`src/rtl/olte_pkg.sv`:
```
// olte_pkg: request and status codes, controller-to-datapath command and status types
// shared by olte_ctrl, olte_dp and ordered_list_table_engine_core; no dependencies
`timescale 1ns / 1ps
`default_nettype none

package olte_pkg;

   // request operation codes
   localparam logic [2:0] OP_APPEND       = 3'd0;
   localparam logic [2:0] OP_INSERT       = 3'd1;
   localparam logic [2:0] OP_FIND         = 3'd2;
   localparam logic [2:0] OP_REPLACE      = 3'd3;
   localparam logic [2:0] OP_REMOVE_FIRST = 3'd4;
   localparam logic [2:0] OP_REMOVE_ALL   = 3'd5;

   // result status codes
   localparam logic [1:0] ST_OK        = 2'd0;
   localparam logic [1:0] ST_RANGE     = 2'd1;
   localparam logic [1:0] ST_NOT_FOUND = 2'd2;
   localparam logic [1:0] ST_FULL      = 2'd3;

   // found_index when there is no match
   localparam logic [4:0] IDX_NONE = 5'h1F;

   // datapath working modes
   localparam logic [2:0] MODE_IDLE    = 3'd0;
   localparam logic [2:0] MODE_SCAN    = 3'd1;
   localparam logic [2:0] MODE_SHIFT   = 3'd2;
   localparam logic [2:0] MODE_WRITE   = 3'd3;
   localparam logic [2:0] MODE_COMPACT = 3'd4;
   localparam logic [2:0] MODE_EMIT    = 3'd5;
   localparam logic [2:0] MODE_SINGLE  = 3'd6;

   typedef struct packed {
      logic       load;        // latch request value and position
      logic       init;        // prepare sweep counters for the next mode
      logic       init_high;   // sweep starts at the list end (insert shift)
      logic [2:0] mode;
      logic       at_end;      // write goes after the last entry
      logic       grow;        // write adds an entry
      logic       first_only;  // compaction drops only the first match
      logic [1:0] status;      // status of a single result word
      logic       show_index;  // single result carries the match index
   } olte_cmd_type;

   typedef struct packed {
      logic full;
      logic pos_gt_cnt;
      logic pos_ge_cnt;
      logic sweep_done;
      logic found;
      logic none_left;
      logic out_free;
   } olte_stat_type;

endpackage

`default_nettype wire

```
`src/rtl/ordered_list_table_engine_core.sv`:
```
// ordered_list_table_engine_core: top level of the ordered list engine
// depends on olte_pkg, olte_ctrl and olte_dp
`timescale 1ns / 1ps
`default_nettype none

// channel   direction  handshake             payload
// req_      in         req_valid/req_stall   operation, value, position
// rsp_      out        rsp_valid/rsp_stall   status, found_index, entry_value, entry_valid,
//                                            list_length, removed_count, last
//
// one request at a time; req_stall is high from acceptance until the last result word
// is loaded, and after a list sweep until that sweep is done; one memory read port,
// one word out per cycle while the output is not stalled
// errors, find and a remove that leaves the list empty give a single word;
// a stalled output holds, the emit sweep waits on it
// synchronous active-high reset empties the list; entry memory has no reset
module ordered_list_table_engine_core
   import olte_pkg::*;
#(
   parameter int DEPTH       = 16,
   parameter int VALUE_WIDTH = 32
) (
   input  wire logic               clock,
   input  wire logic               reset,
   input  wire logic               req_valid,
   output logic                    req_stall,
   input  wire logic [2:0]         req_operation,
   input  wire logic signed [31:0] req_value,
   input  wire logic [4:0]         req_position,
   output logic                    rsp_valid,
   input  wire logic               rsp_stall,
   output logic [1:0]              rsp_status,
   output logic signed [4:0]       rsp_found_index,
   output logic signed [31:0]      rsp_entry_value,
   output logic                    rsp_entry_valid,
   output logic [4:0]              rsp_list_length,
   output logic [4:0]              rsp_removed_count,
   output logic                    rsp_last
);

   // command and status between sequencer and datapath
   olte_cmd_type  cmd;
   olte_stat_type stat;

   // sequencer: decode, range and fullness checks, phase order
   olte_ctrl u_ctrl (
      .clock         (clock),
      .reset         (reset),
      .req_valid     (req_valid),
      .req_stall     (req_stall),
      .req_operation (req_operation),
      .cmd           (cmd),
      .stat          (stat)
   );

   // datapath: entry memory, scan, shift, compaction and the result word register
   olte_dp #(
      .DEPTH       (DEPTH),
      .VALUE_WIDTH (VALUE_WIDTH)
   ) u_dp (
      .clock             (clock),
      .reset             (reset),
      .req_value         (req_value),
      .req_position      (req_position),
      .cmd               (cmd),
      .stat              (stat),
      .rsp_valid         (rsp_valid),
      .rsp_stall         (rsp_stall),
      .rsp_status        (rsp_status),
      .rsp_found_index   (rsp_found_index),
      .rsp_entry_value   (rsp_entry_value),
      .rsp_entry_valid   (rsp_entry_valid),
      .rsp_list_length   (rsp_list_length),
      .rsp_removed_count (rsp_removed_count),
      .rsp_last          (rsp_last)
   );

endmodule

`default_nettype wire

```
`src/rtl/olte_ctrl.sv`:
```
// olte_ctrl: request sequencer for the ordered list engine
// depends on olte_pkg; drives olte_dp through olte_cmd_type commands
`timescale 1ns / 1ps
`default_nettype none

module olte_ctrl
   import olte_pkg::*;
(
   input  wire logic          clock,
   input  wire logic          reset,
   input  wire logic          req_valid,
   output logic               req_stall,
   input  wire logic [2:0]    req_operation,
   output olte_cmd_type       cmd,
   input  wire olte_stat_type stat
);

   localparam logic [3:0] S_IDLE    = 4'd0;
   localparam logic [3:0] S_DECODE  = 4'd1;
   localparam logic [3:0] S_SCAN    = 4'd2;
   localparam logic [3:0] S_SHIFT   = 4'd3;
   localparam logic [3:0] S_WRITE   = 4'd4;
   localparam logic [3:0] S_COMPACT = 4'd5;
   localparam logic [3:0] S_EMIT    = 4'd6;
   localparam logic [3:0] S_SINGLE  = 4'd7;

   logic [3:0] state_ff, state_in;
   logic [2:0] op_ff, op_in;
   logic [1:0] st_ff, st_in;
   logic       show_ff, show_in;

   assign req_stall = (state_ff != S_IDLE);

   always_comb begin
      state_in = state_ff;
      op_in    = op_ff;
      st_in    = st_ff;
      show_in  = show_ff;
      cmd      = '0;
      cmd.mode = MODE_IDLE;
      case (state_ff)
         S_IDLE: begin
            if (req_valid) begin
               cmd.load = 1'b1;
               op_in    = req_operation;
               // codes six and seven are dropped
               if (req_operation inside {[OP_APPEND:OP_REMOVE_ALL]}) begin
                  state_in = S_DECODE;
               end
            end
         end
         S_DECODE: begin
            case (op_ff)
               OP_APPEND: begin
                  if (stat.full) begin
                     st_in    = ST_FULL;
                     show_in  = 1'b0;
                     state_in = S_SINGLE;
                  end else begin
                     state_in = S_WRITE;
                  end
               end
               OP_INSERT: begin
                  // range is checked before fullness
                  if (stat.pos_gt_cnt) begin
                     st_in    = ST_RANGE;
                     show_in  = 1'b0;
                     state_in = S_SINGLE;
                  end else if (stat.full) begin
                     st_in    = ST_FULL;
                     show_in  = 1'b0;
                     state_in = S_SINGLE;
                  end else begin
                     cmd.init      = 1'b1;
                     cmd.init_high = 1'b1;
                     state_in      = S_SHIFT;
                  end
               end
               OP_REPLACE: begin
                  if (stat.pos_ge_cnt) begin
                     st_in    = ST_RANGE;
                     show_in  = 1'b0;
                     state_in = S_SINGLE;
                  end else begin
                     state_in = S_WRITE;
                  end
               end
               default: begin
                  cmd.init = 1'b1;
                  state_in = S_SCAN;
               end
            endcase
         end
         S_SCAN: begin
            cmd.mode = MODE_SCAN;
            if (stat.sweep_done) begin
               if (op_ff == OP_FIND) begin
                  st_in    = stat.found ? ST_OK : ST_NOT_FOUND;
                  show_in  = 1'b1;
                  state_in = S_SINGLE;
               end else if (!stat.found) begin
                  st_in    = ST_NOT_FOUND;
                  show_in  = 1'b0;
                  state_in = S_SINGLE;
               end else begin
                  cmd.init = 1'b1;
                  state_in = S_COMPACT;
               end
            end
         end
         S_SHIFT: begin
            cmd.mode = MODE_SHIFT;
            if (stat.sweep_done) begin
               state_in = S_WRITE;
            end
         end
         S_WRITE: begin
            cmd.mode   = MODE_WRITE;
            cmd.at_end = (op_ff == OP_APPEND);
            cmd.grow   = (op_ff != OP_REPLACE);
            cmd.init   = 1'b1;
            state_in   = S_EMIT;
         end
         S_COMPACT: begin
            cmd.mode       = MODE_COMPACT;
            cmd.first_only = (op_ff == OP_REMOVE_FIRST);
            if (stat.sweep_done) begin
               if (stat.none_left) begin
                  st_in    = ST_OK;
                  show_in  = 1'b0;
                  state_in = S_SINGLE;
               end else begin
                  cmd.init = 1'b1;
                  state_in = S_EMIT;
               end
            end
         end
         S_EMIT: begin
            cmd.mode = MODE_EMIT;
            if (stat.sweep_done) begin
               state_in = S_IDLE;
            end
         end
         S_SINGLE: begin
            cmd.mode       = MODE_SINGLE;
            cmd.status     = st_ff;
            cmd.show_index = show_ff;
            if (stat.out_free) begin
               state_in = S_IDLE;
            end
         end
         default: begin
            state_in = S_IDLE;
         end
      endcase
   end

   always_ff @(posedge clock) begin
      if (reset) begin
         state_ff <= S_IDLE;
      end else begin
         state_ff <= state_in;
      end
   end

   always_ff @(posedge clock) begin
      op_ff   <= op_in;
      st_ff   <= st_in;
      show_ff <= show_in;
   end

endmodule

`default_nettype wire

```
`src/rtl/olte_dp.sv`:
```
// olte_dp: entry memory, sweep counters, compare unit and result word register
// depends on olte_pkg; commanded by olte_ctrl
`timescale 1ns / 1ps
`default_nettype none

module olte_dp
   import olte_pkg::*;
#(
   parameter int DEPTH       = 16,
   parameter int VALUE_WIDTH = 32
) (
   input  wire logic               clock,
   input  wire logic               reset,
   input  wire logic signed [31:0] req_value,
   input  wire logic [4:0]         req_position,
   input  wire olte_cmd_type       cmd,
   output olte_stat_type           stat,
   output logic                    rsp_valid,
   input  wire logic               rsp_stall,
   output logic [1:0]              rsp_status,
   output logic signed [4:0]       rsp_found_index,
   output logic signed [31:0]      rsp_entry_value,
   output logic                    rsp_entry_valid,
   output logic [4:0]              rsp_list_length,
   output logic [4:0]              rsp_removed_count,
   output logic                    rsp_last
);

   localparam int IDX_W = (DEPTH > 1) ? $clog2(DEPTH) : 1;
   localparam int CNT_W = $clog2(DEPTH + 1);
   localparam int CMP_W = (CNT_W > 5) ? CNT_W : 5;

   // entry store
   logic [VALUE_WIDTH-1:0] mem_ff [DEPTH];
   logic [VALUE_WIDTH-1:0] rdata_ff;

   logic [CNT_W-1:0]       count_ff, count_in;
   logic [CNT_W-1:0]       rd_ff, rd_in;
   logic [CNT_W-1:0]       wr_ff, wr_in;
   logic [CNT_W-1:0]       pidx_ff, pidx_in;
   logic                   pend_ff, pend_in;
   logic                   found_ff, found_in;
   logic [IDX_W-1:0]       first_ff, first_in;
   logic                   skip_ff, skip_in;
   logic [CNT_W-1:0]       removed_ff, removed_in;
   logic [VALUE_WIDTH-1:0] value_ff, value_in;
   logic [4:0]             pos_ff, pos_in;
   logic                   rsp_valid_ff, rsp_valid_in;

   logic [1:0]             status_ff;
   logic [4:0]             index_ff;
   logic [31:0]            entry_ff;
   logic                   entry_valid_ff;
   logic [4:0]             length_ff;
   logic [4:0]             removed_out_ff;
   logic                   last_ff;

   logic [VALUE_WIDTH+31:0] value_wide;
   logic [VALUE_WIDTH+31:0] rdata_wide;
   logic [CNT_W+4:0]        count_wide;
   logic [CNT_W+4:0]        removed_wide;
   logic [IDX_W+4:0]        first_wide;
   logic [CMP_W-1:0]        pos_cmp;
   logic [CMP_W-1:0]        cnt_cmp;
   logic [CNT_W-1:0]        rd_dec;
   logic [CNT_W-1:0]        rd_inc;
   logic [CNT_W:0]          pidx_next;
   logic                    rd_lt_cnt;
   logic                    rd_gt_pos;
   logic                    out_free;
   logic                    match;
   logic                    keep;
   logic                    rd_go;
   logic [IDX_W-1:0]        ra;
   logic                    we;
   logic [IDX_W-1:0]        wa;
   logic [VALUE_WIDTH-1:0]  wd;
   logic                    load_out;
   logic                    sweep_done;

   assign value_wide   = {{VALUE_WIDTH{1'b0}}, req_value};
   assign rdata_wide   = {32'd0, rdata_ff};
   assign count_wide   = {5'd0, count_ff};
   assign removed_wide = {5'd0, removed_ff};
   assign first_wide   = {5'd0, first_ff};
   assign pos_cmp      = CMP_W'(pos_ff);
   assign cnt_cmp      = CMP_W'(count_ff);
   assign rd_dec       = rd_ff - 1'b1;
   assign rd_inc       = rd_ff + 1'b1;
   assign pidx_next    = {1'b0, pidx_ff} + 1'b1;
   assign rd_lt_cnt    = (rd_ff < count_ff);
   assign rd_gt_pos    = (CMP_W'(rd_ff) > pos_cmp);
   assign out_free     = !rsp_valid_ff || !rsp_stall;
   assign match        = (rdata_ff == value_ff);
   assign keep         = !(match && (!cmd.first_only || !skip_ff));

   assign sweep_done = !pend_ff && ((cmd.mode == MODE_SHIFT) ? !rd_gt_pos : !rd_lt_cnt);
   assign load_out   = ((cmd.mode == MODE_EMIT) && pend_ff && out_free)
                    || ((cmd.mode == MODE_SINGLE) && out_free);

   always_comb begin
      stat            = '0;
      stat.full       = (count_ff == CNT_W'(DEPTH));
      stat.pos_gt_cnt = (pos_cmp > cnt_cmp);
      stat.pos_ge_cnt = (pos_cmp >= cnt_cmp);
      stat.sweep_done = sweep_done;
      stat.found      = found_ff;
      stat.none_left  = (wr_ff == '0);
      stat.out_free   = out_free;
   end

   // memory port control
   always_comb begin
      rd_go = 1'b0;
      ra    = rd_ff[IDX_W-1:0];
      we    = 1'b0;
      wa    = pidx_ff[IDX_W-1:0];
      wd    = rdata_ff;
      case (cmd.mode)
         MODE_SCAN: begin
            rd_go = rd_lt_cnt;
         end
         MODE_COMPACT: begin
            rd_go = rd_lt_cnt;
            we    = pend_ff && keep;
            wa    = wr_ff[IDX_W-1:0];
         end
         MODE_EMIT: begin
            rd_go = rd_lt_cnt && (!pend_ff || out_free);
         end
         MODE_SHIFT: begin
            // walk down from the end, each word moves up one place
            rd_go = rd_gt_pos;
            ra    = rd_dec[IDX_W-1:0];
            we    = pend_ff;
         end
         MODE_WRITE: begin
            we = 1'b1;
            wa = cmd.at_end ? count_ff[IDX_W-1:0] : pos_cmp[IDX_W-1:0];
            wd = value_ff;
         end
         default: begin
            rd_go = 1'b0;
         end
      endcase
   end

   // sweep bookkeeping
   always_comb begin
      count_in   = count_ff;
      rd_in      = rd_ff;
      wr_in      = wr_ff;
      pidx_in    = pidx_ff;
      pend_in    = pend_ff;
      found_in   = found_ff;
      first_in   = first_ff;
      skip_in    = skip_ff;
      removed_in = removed_ff;
      value_in   = value_ff;
      pos_in     = pos_ff;

      if (cmd.load) begin
         value_in   = value_wide[VALUE_WIDTH-1:0];
         pos_in     = req_position;
         removed_in = '0;
      end

      if ((cmd.mode == MODE_SCAN) && pend_ff && match) begin
         found_in = 1'b1;
         if (!found_ff) begin
            first_in = pidx_ff[IDX_W-1:0];
         end
      end

      if ((cmd.mode == MODE_COMPACT) && pend_ff) begin
         if (keep) begin
            wr_in = wr_ff + 1'b1;
         end else begin
            skip_in = 1'b1;
         end
      end

      if ((cmd.mode == MODE_COMPACT) && sweep_done) begin
         count_in   = wr_ff;
         removed_in = count_ff - wr_ff;
      end

      if ((cmd.mode == MODE_WRITE) && cmd.grow) begin
         count_in = count_ff + 1'b1;
      end

      if (cmd.init) begin
         rd_in    = cmd.init_high ? count_ff : '0;
         wr_in    = '0;
         pend_in  = 1'b0;
         found_in = 1'b0;
         first_in = '0;
         skip_in  = 1'b0;
      end else if (rd_go) begin
         rd_in   = (cmd.mode == MODE_SHIFT) ? rd_dec : rd_inc;
         pidx_in = rd_ff;
         pend_in = 1'b1;
      end else if (cmd.mode == MODE_EMIT) begin
         pend_in = pend_ff && !out_free;
      end else begin
         pend_in = 1'b0;
      end
   end

   assign rsp_valid_in = load_out || (rsp_valid_ff && rsp_stall);

   always_ff @(posedge clock) begin
      if (we) begin
         mem_ff[wa] <= wd;
      end
      if (rd_go) begin
         rdata_ff <= mem_ff[ra];
      end
   end

   always_ff @(posedge clock) begin
      if (reset) begin
         count_ff     <= '0;
         pend_ff      <= 1'b0;
         rsp_valid_ff <= 1'b0;
      end else begin
         count_ff     <= count_in;
         pend_ff      <= pend_in;
         rsp_valid_ff <= rsp_valid_in;
      end
   end

   always_ff @(posedge clock) begin
      rd_ff      <= rd_in;
      wr_ff      <= wr_in;
      pidx_ff    <= pidx_in;
      found_ff   <= found_in;
      first_ff   <= first_in;
      skip_ff    <= skip_in;
      removed_ff <= removed_in;
      value_ff   <= value_in;
      pos_ff     <= pos_in;
   end

   // result word register
   always_ff @(posedge clock) begin
      if (load_out) begin
         length_ff      <= count_wide[4:0];
         removed_out_ff <= removed_wide[4:0];
         if (cmd.mode == MODE_EMIT) begin
            status_ff      <= ST_OK;
            index_ff       <= IDX_NONE;
            entry_ff       <= rdata_wide[31:0];
            entry_valid_ff <= 1'b1;
            last_ff        <= (pidx_next == {1'b0, count_ff});
         end else begin
            status_ff      <= cmd.status;
            index_ff       <= (cmd.show_index && found_ff) ? first_wide[4:0] : IDX_NONE;
            entry_ff       <= '0;
            entry_valid_ff <= 1'b0;
            last_ff        <= 1'b1;
         end
      end
   end

   assign rsp_valid         = rsp_valid_ff;
   assign rsp_status        = status_ff;
   assign rsp_found_index   = index_ff;
   assign rsp_entry_value   = entry_ff;
   assign rsp_entry_valid   = entry_valid_ff;
   assign rsp_list_length   = length_ff;
   assign rsp_removed_count = removed_out_ff;
   assign rsp_last          = last_ff;

endmodule

`default_nettype wire

```
`config.mk`:
```
export PLATFORM = sky130hd
export DESIGN_NAME = ordered_list_table_engine_core
export DESIGN_NICKNAME = d
export VERILOG_FILES = /design/src/rtl/olte_pkg.sv /design/src/rtl/ordered_list_table_engine_core.sv /design/src/rtl/olte_ctrl.sv /design/src/rtl/olte_dp.sv
export SDC_FILE = /design/constraint.sdc
export NUM_CORES = 1
export LEC_CHECK = 0
export BUFFER_PORTS_ARGS = -buffer_cell sky130_fd_sc_hd__buf_2
export CAP_MARGIN = 25
export CORE_ASPECT_RATIO = 1.5
export CORE_MARGIN = 3
export CORE_UTILIZATION = 56
export CTS_CLUSTER_SIZE = 20
export DETAILED_ROUTE_END_ITERATION = 8
export GPL_TIMING_DRIVEN = 0
export HOLD_SLACK_MARGIN = 0.06
export PLACE_DENSITY = 0.76
export SYNTH_ARGS = -nofsm -noshare
export SYNTH_HDL_FRONTEND = slang
export SYNTH_SLANG_ARGS = --single-unit
```
`constraint.sdc`:
```
create_clock -name clock -period 4.7 [get_ports clock]
set_input_delay 0.235 -clock clock [delete_from_list [all_inputs] [get_ports clock]]
set_output_delay 0.235 -clock clock [all_outputs]
set_load 0.03 [all_outputs]
```
Word level (Yosys, flattened, before mapping) --
Memories as Yosys holds them, arrays and structs flattened. A register that Yosys moved wholly into a read port is not among the register bits. Cells that the tools add are included. Widths: inputs -> output; s select.
Storage, ports and cells: word-level logic and storage cells 199, input bits 44, bits in writable memories 512, output and inout port bits 53, memories 1, register bits after elaboration 131
Memories:
- u_dp.mem_ff | words 16, bits a word 32, read ports 1, clocked after Yosys merged registers in 1, wr ports 1, RTL line olte_dp.sv:34 | logic [VALUE_WIDTH-1:0] mem_ff [DEPTH];
Operators by class: order comparisons 6, bitwise gates (word level) 5, add/sub/neg operators 6, reduce and logical (&&, ||, !) cells 50, eq/ne operators 32, muxes and demuxes 75
Operators by type and width (count):
- $mux 5 | 9
- $mux 4 | 10
- $eq 32x32->1 | 1
- $mux 2 | 16
- $mux 32 | 1
- $pmux 4 s8 | 1
- $mux 1 | 26
- $pmux 3 s6 | 1
- $eq 4x3->1 const B | 4
- $logic_and 1x1->1 | 16
- $add 5x1->5 const B | 3
- $reduce_and 7->1 | 2
- $eq 3x2->1 const B | 4
- $eq 3x3->1 const B | 4
- $ne 2x1->1 const B | 6
- $pmux 1 s3 | 4
- $pmux 2 s3 | 2
- $pmux 4 s3 | 1
- $gt 5x5->1 | 2
- $reduce_and 2->1 | 5
- $reduce_or 2->1 | 5
- $logic_not 1->1 | 9
- $eq 4x2->1 const B | 2
- $pmux 4 s2 | 1
- other kinds (26) | 39

Depth between registers and ports, before layout --
word-level depth 10, gate-level depth with buffers 10, depth with buffers taken out 8

Cells and area by module --
From an unflattened synthesis, not the netlist that was laid out.
Second synthesis, totals: cells, all modules 1501, area total of the unflattened synthesis 27541.4 um^2
Modules (own cells, without submodules):
- olte_dp | sequential area each 19789.0 um^2, instances 1, area each 26690.6 um^2, cells an instance 1402
- olte_ctrl | sequential area each 240.2 um^2, instances 1, area each 850.8 um^2, cells an instance 99

Worst setup path before layout --
No wires, ideal clock.
kind register to register, start point register u_dp.count_ff[2] (netlist: u_dp.cnt_cmp[2]), end point register u_dp.rd_ff[0] (enable), setup slack 215 ps, data required time 4389 ps, arrival time 4174 ps, period minus slack after synthesis 4485 ps, library setup time 311 ps, stages on the path, launching flop included 9, path buffers 1, cells stage by stage dfxtp_1 -> clkbuf_1 -> inv_1 -> ha_1 -> a21o_1 -> a21oi_1 -> o21ai_0 -> o21ai_0 -> or2_2
On the way: elaborated cells on any way between the ends 15, those cells by class order compare: 2; eq/ne: 1; mux: 8; reduce/logical: 4
RTL lines:
- start: declaration | RTL line olte_dp.sv:37 | logic [CNT_W-1:0] count_ff, count_in;
- start signal: assignment | RTL line olte_dp.sv:227 | count_ff <= count_in;
- $lt 5x5->1 (*) | RTL line olte_dp.sv:91 | assign rd_lt_cnt = (rd_ff < count_ff);
- $logic_and 1x1->1 | RTL line olte_dp.sv:129 | rd_go = rd_lt_cnt && (!pend_ff || out_free);
- $pmux 1 s3 (*) | RTL line olte_dp.sv:119 | case (cmd.mode)
- via u_dp.rd_go | RTL line olte_dp.sv:73 | logic rd_go;
- $reduce_bool 2->1 (no line) (*)
- end signal: assignment | RTL line olte_dp.sv:234 | rd_ff <= rd_in;
- end: declaration | RTL line olte_dp.sv:38 | logic [CNT_W-1:0] rd_ff, rd_in;
The timed path passes the listed nets; every way through them passes the cells marked *. A chain may end at the register's enable or synchronous reset.

Final worst setup path --
start point register u_dp.value_ff[21], end point memory u_dp.mem_ff[13][22] (enable)
On the way: cells in the longest elaborated chain, start to end 7
RTL lines:
- start: declaration | RTL line olte_dp.sv:46 | logic [VALUE_WIDTH-1:0] value_ff, value_in;
- start signal: assignment | RTL line olte_dp.sv:241 | value_ff <= value_in;
- $eq 32x32->1 | RTL line olte_dp.sv:94 | assign match = (rdata_ff == value_ff);
- $logic_and 1x1->1 | RTL line olte_dp.sv:95 | assign keep = !(match && (!cmd.first_only || !skip_ff));
- $logic_not 1->1 | RTL line olte_dp.sv:95
- $logic_and 1x1->1 | RTL line olte_dp.sv:125 | we = pend_ff && keep;
- $pmux 1 s3 | RTL line olte_dp.sv:119
- $mux 1 | RTL line olte_dp.sv:213 | if (we) begin
- $mux 1 (implied by the code) | RTL line olte_dp.sv:214 | mem_ff[wa] <= wd;
- end: declaration | RTL line olte_dp.sv:34
No other way between the ends.

==> metrics.cfg <==
[global_route]
antenna_found_initial = 1
grt_pass1_wl_um = 112700
use_met1_pct = 33.10
met2_usage_pct = 51.93
top_usage_layer = met2
grt-ovfl-total = 0
grt_pass1_vias = 18320
grt_usage_pct = 29.23
grt_max_degree = 30
met3_usage_pct = 5.318

[cts]
cts_resized = 0
cts_tree = done
clockRootBuffer = clkbuf_16
path_clk_slew_ns = 0.06
h-tree-depth = 2
clk_latency_ns = 0.62
hold_buffers = 43
cts.sinks = 674
post-cts-setup-buffer-count = 0
cts_buffers = 60
cts_buffer_depth = 3

[pwr]
cellLeakagePower_uw = 0.01102
power.internal_uw = 11750
pwr-share-clk_pct = 24.9
p_seq_share_pct = 41.3
swShare_pct = 36.99
power_density_nw_per_um2 = 591.4
power_uw = 18650
ir_drop_uv = 315.5
switching_power_uw = 6900
combPwrFrac_pct = 33.9

[yosys]
netlist_area_um2 = 27390
synth_fa_ha_area_share_pct = 1.306
synth_xor_area_share_pct = 1.503
synth_top_family_by_area = simple AND/OR/NAND/NOR gates
syn_area_per_cell_um2 = 13.78
synth_edf_count = 653
synth.area.mux_share_pct = 4.088
yosysSeqAreaShare_pct = 73.12
async_reset_ff_share_pct = 0
ys_warn_count = 0
ys.flop_type = edfxtp_1
syn_nets = 2060
synth-compound-area-share_pct = 7.446
yosys.area_share.simple_pct = 10.31
syn_inst = 1988
ys_ff_latch = 674
yosys.cell_types.count = 62

[cells_and_area]
area.growth.synth_to_final_pct = 15.16
seqCellArea_um2 = 20030
multiInputGateArea_um2 = 6899
fin_util_pct = 65.63
fill_cells = 3361
diodes = 0
fin_area_um2 = 31540
drive_gt1_share_pct = 14.40
nets = 2283

[min_path]
holdCritPathClass = in -> reg

[floorplan]
core-area_um2 = 48070
die_h_um = 276.9
die-area_um2 = 51660
io_pins = 97
die-width_um = 186.6
initial_core_util_pct = 56.99
num_rows = 98

[detailed_routing]
antenna_left = 0
totalWireLength_um = 77150
wl_per_cell_um = 26.54
dr.first_iter.drc_count = 2257
routed_via_density = 6.240
drc_errors = 0
first_pass_iters = 6
vias = 18140

[placement]
gp_congestion = 0.9476
port-buffer-count = 95
hpwl_um = 51720
placed_area_um2 = 29290

[critical_path]
worstPathRequired_ns = 5.05
crit_buf_inv = 1
cp-start-kind = flip-flop
path_class = reg -> reg
worst_path_dominant_cell_family = compound AO/OA/AOI/OAI gates
slowest_delay_ns = 0.97
endpoint_kind = flip-flop
crit_slowest_cell = o211ai_1
crit_arrival_ns = 4.79
path_max_fanout = 18
crit_path_cell_trace = xnor2_1 > nand4_1 > nor4_1 > a311oi_2 > o211ai_1 > nor2_4 > buf_16

[sta]
fin_skew_ns = 0.01669
setup_viol = 0
drv_slew = 0
min_period_ns = 4.439
maxSlewHeadroom_pct = 27.55
finalSetupTns_ns = 0
hold_ws_ns = 0.1621
rsz0062_at_grt = false
hold_viol_final = 0
post-route-period-util_pct = 94.44
fmax_mhz = 225.3
worst_pin_slew_ns = 1.082

[outcome]
outcome = finished clean

[run]
drv_cap = 0

## area by class of cell
cell class	count	area share, %
Clock inverter	39	0.8925
Sequential cell	674	63.50
Buffer	102	1.551
Tap cell	650	2.578
Multi-Input combinational cell	1180	21.87
Timing Repair Buffer	161	4.363
Clock buffer	69	4.867
Inverter	32	0.3808
## state kept, by name, indices dropped and copies added, names as in the netlist, 2 cells and up
| name | count |
|---|---|
| u_ctrl.op_ff | 3 |
| u_ctrl.st_ff | 2 |
| u_ctrl.state_ff | 3 |
| u_dp.cnt_cmp | 5 |
| u_dp.first_ff | 4 |
| u_dp.mem_ff | 512 |
| u_dp.pidx_ff | 5 |
| u_dp.pos_cmp | 5 |
| u_dp.rd_ff | 5 |
| u_dp.rdata_ff | 32 |
| u_dp.removed_ff | 5 |
| u_dp.rsp_entry_value | 32 |
| u_dp.rsp_found_index | 5 |
| u_dp.rsp_list_length | 5 |
| u_dp.rsp_removed_count | 5 |
| u_dp.rsp_status | 2 |
| u_dp.value_ff | 32 |
| u_dp.wr_ff | 5 |
## worst reg2reg max path, delay by kind of cell, from the launching register on
kind            cells  cell delay (ns)
compound gates      2             1.45
simple gates        3             1.41
xor+xnor            1             0.55
flops               1             0.47
buf+inv             1             0.28
## synth_stat cells (3+ instances only)
| master | number | area share [%] |
|---|---|---|
| a21o_1 | 4 | 0.11 |
| and2_1 | 41 | 0.94 |
| buf_4 | 12 | 0.33 |
| xor2_1 | 9 | 0.29 |
| clkbuf_1 | 41 | 0.56 |
| nor2_1 | 48 | 0.66 |
| nand2b_1 | 10 | 0.23 |
| nand3_1 | 17 | 0.31 |
| nand2_1 | 417 | 5.7 |
| and3_1 | 5 | 0.11 |
| nor4_1 | 66 | 1.5 |
| a21oi_1 | 247 | 4.5 |
| o21ai_0 | 17 | 0.31 |
| o31a_1 | 3 | 0.096 |
| mux2_2 | 32 | 1.3 |
| o32a_1 | 4 | 0.15 |
| nor3_1 | 6 | 0.11 |
| xnor2_1 | 38 | 1.2 |
| mux2i_1 | 73 | 2.7 |
| inv_1 | 29 | 0.40 |
| o211ai_1 | 12 | 0.33 |
| buf_2 | 49 | 0.90 |
| edfxtp_1 | 653 | 72 |
| o31ai_1 | 3 | 0.082 |
| dfxtp_1 | 21 | 1.5 |
| o22ai_1 | 38 | 0.87 |
| a31oi_1 | 10 | 0.23 |
| nand4_1 | 15 | 0.34 |
| ha_1 | 27 | 1.2 |
## kinds of logic after synthesis
group,Yosys count
fa+ha+maj,28
buf+inv,134
flops,674
simple gates,637
compound gates,361
mux,107
xor+xnor,47
## layout by cell type (no fill, tap or decap), types with 21 or more instances in the layout
cell type      count
o22ai_1           38
dlygate4sd3_1     43
clkbuf_16         60
nand2_1          417
mux2_2            32
ha_1              27
mux2i_1           73
buf_2            145
a21oi_1          247
edfxtp_1         653
dfxtp_1           21
xnor2_1           38
and2_1            41
clkbuf_1          50
inv_1             29
nor4_1            66
nor2_1            30
## layer usage
layer  vias to the layer above  routed length [µm]
li1                       7831                   -
met4                         0                5009
met5                         -                   0
met2                      1234               39490
met3                       283                7200
met1                      8791               25440
## power by group through the flow
stage	clock network (µW)	registers, µW	logic [µW]
3_5_place_dp	0	7810	6100
6_report	4640	7700	6320
4_1_cts	4640	7690	6170
3_3_place_gp	0	7840	5770
5_1_grt	4880	7720	6660
2_1_floorplan	0	7730	3760
## worst paths after layout
kind	startpoint	endpoint	slack (ns)	depth (start not counted)
setup / recovery	u_dp.value_ff[21]	u_dp.mem_ff[13][22]	0.26	7
hold / removal	req_valid	u_ctrl.state_ff[2]	0.16	5
setup reg to reg	u_dp.value_ff[21]	u_dp.mem_ff[13][22]	0.26	7
hold reg to reg	u_dp.removed_ff[4]	u_dp.rsp_removed_count[4]	0.42	0
## metrics by stage
| stage | std cells | setup slack [ns] |
|---|---|---|
| after detailed placement | 2755 | 0.2913 |
| after global routing | 2907 | 0.1629 |
| after floorplan | 1988 | 0.2153 |
| after global placement | 2733 | -3.444 |
| after CTS | 2906 | 0.2689 |
| final | 2907 | 0.2611 |
No activity file was read; power rests on OpenSTA's default activity.
